`src/design/dpas_pkg.sv`:
```
package dpas_pkg;

	localparam int MAX_TERMS_DEF   = 32;
	localparam int COEFF_WIDTH_DEF = 32;

	// Field widths of the channels
	localparam int MODE_W   = 3;
	localparam int IN_DEG_W = 5;
	localparam int DEG_W    = 6;
	localparam int FIELD_W  = 32;

	typedef enum logic [MODE_W-1:0] {
		MODE_SET_FIRST  = 3'd0,
		MODE_SET_SECOND = 3'd1,
		MODE_ADD        = 3'd2,
		MODE_SUB        = 3'd3,
		MODE_MUL        = 3'd4
	} mode_t;

	typedef enum logic [1:0] {
		ST_IDLE,
		ST_ISSUE,
		ST_WAIT
	} ctrl_state_t;

	// Tag that travels alongside each pair of memory reads
	typedef struct packed {
		logic             issue;
		logic             first;
		logic             last_mac;
		logic             sub;
		logic             mul;
		logic             last_term;
		logic [DEG_W-1:0] degree;
	} mac_ctl_t;

endpackage

```
`src/design/dpas_cmd_if.sv`:
```
interface dpas_cmd_if;
	logic                               valid;
	logic                               ready;
	logic        [dpas_pkg::MODE_W-1:0]   mode;
	logic        [dpas_pkg::IN_DEG_W-1:0] degree;
	logic signed [dpas_pkg::FIELD_W-1:0]  coeff_value;

	modport source (output valid, output mode, output degree, output coeff_value, input ready);
	modport sink   (input valid, input mode, input degree, input coeff_value, output ready);
endinterface

```
`src/design/dpas_term_if.sv`:
```
interface dpas_term_if;
	logic                              valid;
	logic                              ready;
	logic        [dpas_pkg::DEG_W-1:0]   term_degree;
	logic signed [dpas_pkg::FIELD_W-1:0] term_coeff;
	logic                              last_term;

	modport source (output valid, output term_degree, output term_coeff, output last_term,
		input ready);
	modport sink   (input valid, input term_degree, input term_coeff, input last_term,
		output ready);
endinterface

```
`src/design/dpas_coeff_mem.sv`:
```
module dpas_coeff_mem #(
	parameter int DEPTH = dpas_pkg::MAX_TERMS_DEF,
	parameter int WIDTH = dpas_pkg::COEFF_WIDTH_DEF
) (
	input  logic                     clk,
	input  logic                     arst_n,
	input  logic                     we,
	input  logic [$clog2(DEPTH)-1:0] waddr,
	input  logic [WIDTH-1:0]         wdata,
	input  logic                     re,
	input  logic [$clog2(DEPTH)-1:0] raddr,
	output logic [WIDTH-1:0]         rdata
);

	logic [WIDTH-1:0] mem [DEPTH];
	logic [DEPTH-1:0] vld_q;
	logic [WIDTH-1:0] rd_data_q;
	logic             rd_vld_q;

	always_ff @(posedge clk) begin
		if (we) begin
			mem[waddr] <= wdata;
		end
		if (re) begin
			rd_data_q <= mem[raddr];
		end
	end

	// An entry never written reads as zero
	always_ff @(posedge clk or negedge arst_n) begin
		if (!arst_n) begin
			vld_q    <= '0;
			rd_vld_q <= 1'b0;
		end else begin
			if (we) begin
				vld_q[waddr] <= 1'b1;
			end
			if (re) begin
				rd_vld_q <= vld_q[raddr];
			end
		end
	end

	assign rdata = rd_vld_q ? rd_data_q : '0;

endmodule

```
`src/design/dpas_mac.sv`:
```
module dpas_mac #(
	parameter int COEFF_WIDTH = dpas_pkg::COEFF_WIDTH_DEF
) (
	input  logic                         clk,
	input  logic                         arst_n,
	input  dpas_pkg::mac_ctl_t           ctl,
	input  logic [COEFF_WIDTH-1:0]       rdata_a,
	input  logic [COEFF_WIDTH-1:0]       rdata_b,
	input  logic                         out_ready,
	output logic                         out_valid,
	output logic [dpas_pkg::DEG_W-1:0]   out_degree,
	output logic [COEFF_WIDTH-1:0]       out_coeff,
	output logic                         out_last
);

	dpas_pkg::mac_ctl_t     ctl_s1, ctl_s2;
	logic [COEFF_WIDTH-1:0] val_s2;
	logic [COEFF_WIDTH-1:0] acc_q;
	logic [COEFF_WIDTH-1:0] sum;
	logic [COEFF_WIDTH-1:0] val_d;
	logic                   out_valid_q;
	logic [dpas_pkg::DEG_W-1:0] out_degree_q;
	logic [COEFF_WIDTH-1:0] out_coeff_q;
	logic                   out_last_q;

	always_comb begin
		if (ctl_s1.mul) begin
			val_d = COEFF_WIDTH'(rdata_a * rdata_b);
		end else if (ctl_s1.sub) begin
			val_d = rdata_a - rdata_b;
		end else begin
			val_d = rdata_a + rdata_b;
		end
	end

	assign sum = (ctl_s2.first ? '0 : acc_q) + val_s2;

	always_ff @(posedge clk or negedge arst_n) begin
		if (!arst_n) begin
			ctl_s1      <= '0;
			ctl_s2      <= '0;
			out_valid_q <= 1'b0;
		end else begin
			ctl_s1 <= ctl;
			ctl_s2 <= ctl_s1;
			if (ctl_s2.issue && ctl_s2.last_mac) begin
				out_valid_q <= 1'b1;
			end else if (out_ready) begin
				out_valid_q <= 1'b0;
			end
		end
	end

	always_ff @(posedge clk) begin
		val_s2 <= val_d;
		if (ctl_s2.issue) begin
			acc_q <= sum;
			if (ctl_s2.last_mac) begin
				out_coeff_q  <= sum;
				out_degree_q <= ctl_s2.degree;
				out_last_q   <= ctl_s2.last_term;
			end
		end
	end

	assign out_valid  = out_valid_q;
	assign out_degree = out_degree_q;
	assign out_coeff  = out_coeff_q;
	assign out_last   = out_last_q;

endmodule

```
`src/design/dpas_ctrl.sv`:
```
module dpas_ctrl #(
	parameter int MAX_TERMS = dpas_pkg::MAX_TERMS_DEF
) (
	input  logic                            clk,
	input  logic                            arst_n,
	input  logic                            cmd_valid,
	output logic                            cmd_ready,
	input  logic [dpas_pkg::MODE_W-1:0]     mode,
	input  logic [dpas_pkg::IN_DEG_W-1:0]   degree,
	input  logic                            term_done,
	output logic                            wr_first,
	output logic                            wr_second,
	output logic [$clog2(MAX_TERMS)-1:0]    wr_addr,
	output logic                            rd_en,
	output logic [$clog2(MAX_TERMS)-1:0]    rd_addr_a,
	output logic [$clog2(MAX_TERMS)-1:0]    rd_addr_b,
	output dpas_pkg::mac_ctl_t              ctl
);

	localparam int AW = $clog2(MAX_TERMS);
	localparam int LW = $clog2(MAX_TERMS + 1);
	localparam int DW = dpas_pkg::DEG_W;
	localparam int EW = DW + 1;

	dpas_pkg::ctrl_state_t state_q, state_d;

	logic [LW-1:0] len_a_q, len_b_q;
	logic          op_mul_q, op_sub_q;
	logic [DW-1:0] k_q, n_q;
	logic [AW-1:0] i_q, hi_q;
	logic          first_q;

	logic          start, next_term, last_mac;
	logic          deg_ok;
	logic [LW-1:0] deg_p1;
	logic [EW-1:0] la_e, lb_e, k_nx_e, lo_e, hi_e, n_e;
	logic          op_mul_nx;
	dpas_pkg::mode_t mode_c;

	assign mode_c  = dpas_pkg::mode_t'(mode);
	assign deg_ok  = DW'(degree) < DW'(MAX_TERMS);
	assign deg_p1  = LW'(degree) + LW'(1);
	assign wr_addr = AW'(degree);
	assign la_e    = EW'(len_a_q);
	assign lb_e    = EW'(len_b_q);
	assign last_mac = (i_q == hi_q);

	// Length of the result about to start
	always_comb begin
		if (mode_c == dpas_pkg::MODE_MUL) begin
			n_e = la_e + lb_e - EW'(1);
		end else begin
			n_e = (la_e > lb_e) ? la_e : lb_e;
		end
	end

	// Index range of the next term: lo..hi over the first polynomial
	always_comb begin
		op_mul_nx = start ? (mode_c == dpas_pkg::MODE_MUL) : op_mul_q;
		k_nx_e    = start ? '0 : EW'(k_q) + EW'(1);
		if (op_mul_nx) begin
			lo_e = (k_nx_e + EW'(1) > lb_e) ? k_nx_e + EW'(1) - lb_e : '0;
			hi_e = (k_nx_e < la_e) ? k_nx_e : la_e - EW'(1);
		end else begin
			lo_e = k_nx_e;
			hi_e = k_nx_e;
		end
	end

	always_comb begin
		state_d   = state_q;
		cmd_ready = 1'b0;
		wr_first  = 1'b0;
		wr_second = 1'b0;
		start     = 1'b0;
		next_term = 1'b0;
		rd_en     = 1'b0;
		ctl       = '0;
		unique case (state_q)
			dpas_pkg::ST_IDLE: begin
				cmd_ready = 1'b1;
				if (cmd_valid) begin
					unique case (mode_c)
						dpas_pkg::MODE_SET_FIRST:  wr_first  = deg_ok;
						dpas_pkg::MODE_SET_SECOND: wr_second = deg_ok;
						dpas_pkg::MODE_ADD,
						dpas_pkg::MODE_SUB,
						dpas_pkg::MODE_MUL: begin
							start   = 1'b1;
							state_d = dpas_pkg::ST_ISSUE;
						end
						default: ;
					endcase
				end
			end
			dpas_pkg::ST_ISSUE: begin
				rd_en         = 1'b1;
				ctl.issue     = 1'b1;
				ctl.first     = first_q;
				ctl.last_mac  = last_mac;
				ctl.sub       = op_sub_q;
				ctl.mul       = op_mul_q;
				ctl.degree    = k_q;
				ctl.last_term = (EW'(k_q) + EW'(1)) == EW'(n_q);
				if (last_mac) begin
					state_d = dpas_pkg::ST_WAIT;
				end
			end
			dpas_pkg::ST_WAIT: begin
				if (term_done) begin
					if ((EW'(k_q) + EW'(1)) == EW'(n_q)) begin
						state_d = dpas_pkg::ST_IDLE;
					end else begin
						next_term = 1'b1;
						state_d   = dpas_pkg::ST_ISSUE;
					end
				end
			end
			default: state_d = dpas_pkg::ST_IDLE;
		endcase
	end

	assign rd_addr_a = i_q;
	assign rd_addr_b = op_mul_q ? AW'(k_q - DW'(i_q)) : i_q;

	always_ff @(posedge clk or negedge arst_n) begin
		if (!arst_n) begin
			state_q <= dpas_pkg::ST_IDLE;
		end else begin
			state_q <= state_d;
		end
	end

	always_ff @(posedge clk or negedge arst_n) begin
		if (!arst_n) begin
			len_a_q  <= LW'(1);
			len_b_q  <= LW'(1);
			op_mul_q <= 1'b0;
			op_sub_q <= 1'b0;
			k_q      <= '0;
			n_q      <= '0;
			i_q      <= '0;
			hi_q     <= '0;
			first_q  <= 1'b0;
		end else begin
			if (wr_first && deg_p1 > len_a_q) begin
				len_a_q <= deg_p1;
			end
			if (wr_second && deg_p1 > len_b_q) begin
				len_b_q <= deg_p1;
			end
			if (start) begin
				op_mul_q <= (mode_c == dpas_pkg::MODE_MUL);
				op_sub_q <= (mode_c == dpas_pkg::MODE_SUB);
				n_q      <= DW'(n_e);
			end
			if (start || next_term) begin
				k_q     <= DW'(k_nx_e);
				i_q     <= AW'(lo_e);
				hi_q    <= AW'(hi_e);
				first_q <= 1'b1;
			end else if (state_q == dpas_pkg::ST_ISSUE) begin
				first_q <= 1'b0;
				if (!last_mac) begin
					i_q <= i_q + AW'(1);
				end
			end
		end
	end

endmodule

```
`src/design/dense_polynomial_add_sub_mul.sv`:
```
// Channel | Dir | Fields                                  | Transfer
// --------+-----+-----------------------------------------+------------------------
// cmd     | in  | mode, degree, coeff_value               | valid & ready, rising clk
// term    | out | term_degree, term_coeff, last_term      | valid & ready, rising clk
//
// A set item writes one stored coefficient. A compute item streams terms, one per
// result degree: max(lenA,lenB) terms for add/subtract and lenA+lenB-1 for multiply.
// Each term is issued only after the previous one has been transferred, its pace
// set by the single read port of each coefficient memory feeding one shared MAC.
// Reset (arst_n low) returns both lengths to 1 and marks every stored entry as zero.
// A stalled term holds the sequencer; no new command is taken until the last term
// has been transferred.
module dense_polynomial_add_sub_mul #(
	parameter int MAX_TERMS   = dpas_pkg::MAX_TERMS_DEF,
	parameter int COEFF_WIDTH = dpas_pkg::COEFF_WIDTH_DEF
) (
	input  logic                clk,
	input  logic                arst_n,
	dpas_cmd_if.sink            cmd,
	dpas_term_if.source         term
);

	localparam int AW = $clog2(MAX_TERMS);
	localparam int FW = dpas_pkg::FIELD_W;

	logic                   wr_first, wr_second, rd_en, term_done;
	logic [AW-1:0]          wr_addr, rd_addr_a, rd_addr_b;
	logic [COEFF_WIDTH-1:0] wdata, rdata_a, rdata_b, out_coeff;
	dpas_pkg::mac_ctl_t     ctl;

	// Wrap the incoming coefficient to the stored width
	assign wdata     = cmd.coeff_value[COEFF_WIDTH-1:0];
	// The sequencer waits on this before issuing the next term
	assign term_done = term.valid & term.ready;

	dpas_ctrl #(
		.MAX_TERMS(MAX_TERMS)
	) u_ctrl (
		.clk       (clk),
		.arst_n    (arst_n),
		.cmd_valid (cmd.valid),
		.cmd_ready (cmd.ready),
		.mode      (cmd.mode),
		.degree    (cmd.degree),
		.term_done (term_done),
		.wr_first  (wr_first),
		.wr_second (wr_second),
		.wr_addr   (wr_addr),
		.rd_en     (rd_en),
		.rd_addr_a (rd_addr_a),
		.rd_addr_b (rd_addr_b),
		.ctl       (ctl)
	);

	// First polynomial store
	dpas_coeff_mem #(
		.DEPTH(MAX_TERMS),
		.WIDTH(COEFF_WIDTH)
	) u_mem_a (
		.clk    (clk),
		.arst_n (arst_n),
		.we     (wr_first),
		.waddr  (wr_addr),
		.wdata  (wdata),
		.re     (rd_en),
		.raddr  (rd_addr_a),
		.rdata  (rdata_a)
	);

	// Second polynomial store
	dpas_coeff_mem #(
		.DEPTH(MAX_TERMS),
		.WIDTH(COEFF_WIDTH)
	) u_mem_b (
		.clk    (clk),
		.arst_n (arst_n),
		.we     (wr_second),
		.waddr  (wr_addr),
		.wdata  (wdata),
		.re     (rd_en),
		.raddr  (rd_addr_b),
		.rdata  (rdata_b)
	);

	dpas_mac #(
		.COEFF_WIDTH(COEFF_WIDTH)
	) u_mac (
		.clk        (clk),
		.arst_n     (arst_n),
		.ctl        (ctl),
		.rdata_a    (rdata_a),
		.rdata_b    (rdata_b),
		.out_ready  (term.ready),
		.out_valid  (term.valid),
		.out_degree (term.term_degree),
		.out_coeff  (out_coeff),
		.out_last   (term.last_term)
	);

	// Sign-extend the wrapped coefficient to the field width
	assign term.term_coeff = FW'($signed(out_coeff));

endmodule
```
`src/flat_wrapper.sv`:
```
// flat-port wrapper written by rule: the top's interface ports become plain ports
module dense_polynomial_add_sub_mul_flat 
#(
	parameter int MAX_TERMS   = dpas_pkg::MAX_TERMS_DEF,
	parameter int COEFF_WIDTH = dpas_pkg::COEFF_WIDTH_DEF
)
  (clk, arst_n, cmd_valid, cmd_mode, cmd_degree, cmd_coeff_value, cmd_ready, term_valid, term_term_degree, term_term_coeff, term_last_term, term_ready);
  dpas_cmd_if cmd_i ();
  dpas_term_if term_i ();
  input  logic clk;
  input  logic arst_n;
  input wire logic [$bits(cmd_i.valid)-1:0] cmd_valid;
  input wire logic [$bits(cmd_i.mode)-1:0] cmd_mode;
  input wire logic [$bits(cmd_i.degree)-1:0] cmd_degree;
  input wire logic [$bits(cmd_i.coeff_value)-1:0] cmd_coeff_value;
  output wire logic [$bits(cmd_i.ready)-1:0] cmd_ready;
  output wire logic [$bits(term_i.valid)-1:0] term_valid;
  output wire logic [$bits(term_i.term_degree)-1:0] term_term_degree;
  output wire logic [$bits(term_i.term_coeff)-1:0] term_term_coeff;
  output wire logic [$bits(term_i.last_term)-1:0] term_last_term;
  input wire logic [$bits(term_i.ready)-1:0] term_ready;
  assign cmd_i.valid = cmd_valid;
  assign cmd_i.mode = cmd_mode;
  assign cmd_i.degree = cmd_degree;
  assign cmd_i.coeff_value = cmd_coeff_value;
  assign cmd_ready = cmd_i.ready;
  assign term_valid = term_i.valid;
  assign term_term_degree = term_i.term_degree;
  assign term_term_coeff = term_i.term_coeff;
  assign term_last_term = term_i.last_term;
  assign term_i.ready = term_ready;
  dense_polynomial_add_sub_mul #(.MAX_TERMS(MAX_TERMS), .COEFF_WIDTH(COEFF_WIDTH)) u_core (.clk(clk), .arst_n(arst_n), .cmd(cmd_i), .term(term_i));
endmodule
```
`config.mk`:
```
export PLATFORM = sky130hd
export DESIGN_NAME = dense_polynomial_add_sub_mul_flat
export DESIGN_NICKNAME = d
export VERILOG_FILES = /design/src/design/dpas_pkg.sv /design/src/design/dpas_cmd_if.sv /design/src/design/dpas_term_if.sv /design/src/design/dpas_coeff_mem.sv /design/src/design/dpas_mac.sv /design/src/design/dpas_ctrl.sv /design/src/design/dense_polynomial_add_sub_mul.sv /design/src/flat_wrapper.sv
export SDC_FILE = /design/constraint.sdc
export NUM_CORES = 2
export LEC_CHECK = 0
export BUFFER_PORTS_ARGS = -buffer_cell sky130_fd_sc_hd__buf_4
export CAP_MARGIN = 30
export CELL_PAD_IN_SITES_DETAIL_PLACEMENT = 1
export CELL_PAD_IN_SITES_GLOBAL_PLACEMENT = 2
export CORE_ASPECT_RATIO = 1.2
export CORE_MARGIN = 4
export CORE_UTILIZATION = 53
export DETAILED_ROUTE_END_ITERATION = 8
export PLACE_DENSITY = 0.86
export SETUP_SLACK_MARGIN = 0.15
export SKIP_CTS_REPAIR_TIMING = 1
export SLEW_MARGIN = 0
export SYNTH_ARGS = -nofsm -noshare
export SYNTH_HDL_FRONTEND = slang
export SYNTH_HIERARCHICAL = 1
export SYNTH_SLANG_ARGS = --single-unit
export TNS_END_PERCENT = 30
```
`constraint.sdc`:
```
create_clock -name clk -period 11.5 [get_ports clk]
set_input_delay 1.725 -clock clk [delete_from_list [all_inputs] [get_ports clk]]
set_output_delay 1.725 -clock clk [all_outputs]
set_load 0.02 [all_outputs]
```
==> results.toml <==
[clock_tree]
clock-sinks = 2343
cts_tree = "built"
clkLatencyLatePin_ns = 0.88
htree_levels = 4
cts_inserted_buffers = 217
cts_root_buf = "clkbuf_16"
path_clk_slew_ns = 0.06
ctsLongestPathBuffers = 3

[drt]
vias_per_cell = 6.32
vias = 59200
drc = 0
wl_per_cell_um = 33.4
initialDrtViolationCount = 6823
antenna_left = 0
dr.pass1.iters = 7
drt-total-wl_um = 313000

[die]
die_w_um = 424
ios = 85
initial_core_util = 0.535
die-height_um = 507
coreArea_mm2 = 0.206
num_rows = 182
fp.dieArea_mm2 = 0.215

[timing]
max_freq_mhz = 112
fin_crit_sh = 0.773
worst_clock_skew_ns = 0.0978
setup_tns_ns = 0
drv_slew = 0
hold_viol = 0
slew_headroom = 0.316
setup_viol = 0
fin_crit_ns = 8.89
worstMarginPinSlew_ns = 1.03
rsz0062_at_grt = "false"

[critical_path]
start_kind = "register"
cp_max_fo = 33
cp_top_family = "adder cells"
critPathCaptureType = "register"
worstPathRequired_ns = 12.21
cpMostUsedCell = "fa_1"
worstPathArrival_ns = 9.60
crit_buf_inv = 5
crit_slowest_cell = "dfrtp_1"
worstSetupPathType = "register to register"
slowest_delay_ns = 0.99

[grt]
grt_max_degree = 147
overflow = 0
grt_first_pass_wirelength_um = 458000
antenna_found_initial = 21
grtUsageTotal = 0.296
grt_pass1_vias = 64200

[finish]
drive_above_1_share = 0.219
fin_nets = 7113
fillerInstances = 18000
area_delta_synth_final_pct = 10.9

[synth]
yosys-top-cells-area = "edfxtp_1, mux4_2, fa_1, dfrtp_1, ha_1"
synth_edf_count = 2183
synth_seq_cells = 2343
yosysTopAreaCell = "edfxtp_1"
syn_area_per_cell_um2 = 17.5
ys_types = 101
ys_seq_area_frac = 0.631
ys.flop_type = "edfxtp_1"
synth_fp_nets = 6964
async_reset_ff_frac = 0.0546
ys_warn_count = 6
synthCells = 6273
synthesis.area_mm2 = 0.110
synth_top_area_frac = 0.596

[job]
cap_violations = 0

[placement]
hpwl_um = 181000
numPortBuffers = 84
routabilityCongestion = 0.837

[outcome]
outcome = "complete, no violations"

[hold_path]
worstHoldPathType = "register to register"
-- per-layer routing --
metal / routed length [µm] / part of all wire / GRT usage
met1: 114000 / 0.36 / 0.384
met2: 162000 / 0.52 / 0.511
met3: 25300 / 0.081 / 0.0486
met4: 11700 / 0.037 / 0.103
met5: 26 / 0.000083 / 0
-- logic make-up after synthesis --
| logic type | count (synthesis) | synth area share |
|---|---|---|
| buf+inv | 740 | 0.0274 |
| simple gates | 1192 | 0.0567 |
| compound gates | 374 | 0.0223 |
| flops | 2343 | 0.631 |
| fa+ha+maj | 647 | 0.102 |
| mux | 774 | 0.144 |
| xor+xnor | 203 | 0.0167 |
-- area by class of cell --
cell class                      instances  area (µm²)  share of cell area
Sequential cell                      2343       69400               0.569
Multi-Input combinational cell       3190       38100               0.313
Clock inverter                        143        1770              0.0145
Tap cell                             2760        3450              0.0283
Inverter                              446        1680              0.0137
Antenna cell                           12        30.0            0.000246
Timing Repair Buffer                  224        1910              0.0156
Clock buffer                          257        5610              0.0460
-- worst register-to-register path, cell delays in order, from the launching register on --
cell     delay, ns
dfrtp_1       0.99
and2_1        0.62
buf_4         0.38
and2_1        0.21
fa_1          0.43
fa_1          0.49
fa_1          0.51
inv_1         0.05
fa_1          0.49
inv_1         0.06
fa_1          0.50
inv_1         0.06
fa_1          0.52
inv_1         0.05
fa_1          0.49
fa_1          0.42
ha_1          0.39
a21oi_1       0.21
o21ai_0       0.14
a221o_1       0.39
a31o_1        0.22
a41o_1        0.23
o41a_1        0.35
xor2_1        0.28
mux2i_1       0.12
nor3_1        0.14
-- cell usage in the layout, fill, tap and decap left out, types with 37 or more instances in the layout --
| cell | netlist | routed |
|---|---|---|
| edfxtp_1 | 2183 | 2183 |
| mux4_2 | 640 | 640 |
| inv_1 | 445 | 444 |
| fa_1 | 413 | 413 |
| and2_1 | 379 | 378 |
| nand2_1 | 315 | 315 |
| ha_1 | 234 | 234 |
| clkbuf_16 | 0 | 217 |
| buf_4 | 9 | 205 |
| xnor2_1 | 145 | 144 |
| nor2_1 | 191 | 127 |
| dfrtp_1 | 126 | 121 |
| a21oi_1 | 113 | 112 |
| mux2_2 | 75 | 75 |
| or2_2 | 68 | 68 |
| nor2_4 | 0 | 64 |
| xor2_1 | 53 | 53 |
| nor2b_1 | 48 | 48 |
| o21ai_0 | 50 | 48 |
| mux2i_1 | 49 | 48 |
| clkinv_2 | 0 | 45 |
| nand3_1 | 40 | 40 |
| clkbuf_1 | 200 | 37 |
| a21o_1 | 37 | 37 |
-- metrics by stage --
stage	instance area [µm²]	instances	setup WS, ns	hold slack [ns]	utilization
after global routing	122000	9364	2.09	0.359	0.593
after CTS	122000	9356	2.64	0.350	0.593
final	122000	9375	2.61	0.350	0.593
after global placement	114000	8952	2.79	0.332	0.556
after detailed placement	114000	8956	2.72	0.336	0.557
after floorplan	110000	6273	3.89	0.331	-
-- registers in the layout, indices dropped and copies added (netlist names), 6 cells and up --
| name | cells |
|---|---|
| u_core/u_mac/acc_q | 32 |
| u_core/u_mac/out_coeff | 32 |
| u_core/u_mem_b/mem | 1024 |
| u_core/u_mem_a/vld_q | 32 |
| u_core/u_ctrl/len_a_q | 6 |
| u_core/u_mem_b/rd_data_q | 32 |
| u_core/u_mac/ctl_s2 | 10 |
| u_core/u_mem_a/mem | 1024 |
| u_core/u_mac/val_s2 | 32 |
| u_core/u_ctrl/n_q | 6 |
| u_core/u_ctrl/len_b_q | 6 |
| u_core/u_mem_a/rd_data_q | 32 |
| u_core/u_mem_b/vld_q | 32 |
| u_core/u_mac/ctl_s1 | 12 |
| u_core/u_mac/out_degree | 6 |
| u_core/u_ctrl/k_q | 6 |
-- cells in the mapped netlist, drive strengths merged (17+ instances only) --
master	n
mux2	85
nand4	17
mux2i	49
nor2b	48
nand2b	24
xnor2	146
nor2	193
ha	234
nand3	40
edfxtp	2183
o21ai	70
inv	445
nor3	29
xor2	54
dfxtp	32
o21a	22
a21o	37
dfrtp	126
clkbuf	200
a31oi	18
fa	413
and2	380
a21oi	117
or2	70
mux4	640
buf	94
nand2	315
-- path summary, 6_finish.rpt --
path,start,end,slack (ns),cells after the start
worst min-delay path,u_core/u_mac/ctl_s1[3]$_DFF_PN0_,u_core/u_mac/ctl_s2[3]$_DFF_PN0_,0.35,0
max in group asynchronous,arst_n,u_core/u_ctrl/rd_addr_a[1]$_DFFE_PN0P_,8.99,2
worst max-delay path,u_core/u_mem_b/rd_vld_q$_DFFE_PN0P_,u_core/u_mac/val_s2[29]$_DFF_P_,2.61,25
worst max register to register,u_core/u_mem_b/rd_vld_q$_DFFE_PN0P_,u_core/u_mac/val_s2[29]$_DFF_P_,2.61,25
min in group asynchronous,arst_n,u_core/u_mem_b/rd_vld_q$_DFFE_PN0P_,0.89,1
worst min register to register,u_core/u_mac/ctl_s1[3]$_DFF_PN0_,u_core/u_mac/ctl_s2[3]$_DFF_PN0_,0.35,0
Power is left out: the tool's default activity adds up to more than one toggle a clock period on the data nets, which glitch-free logic cannot reach.
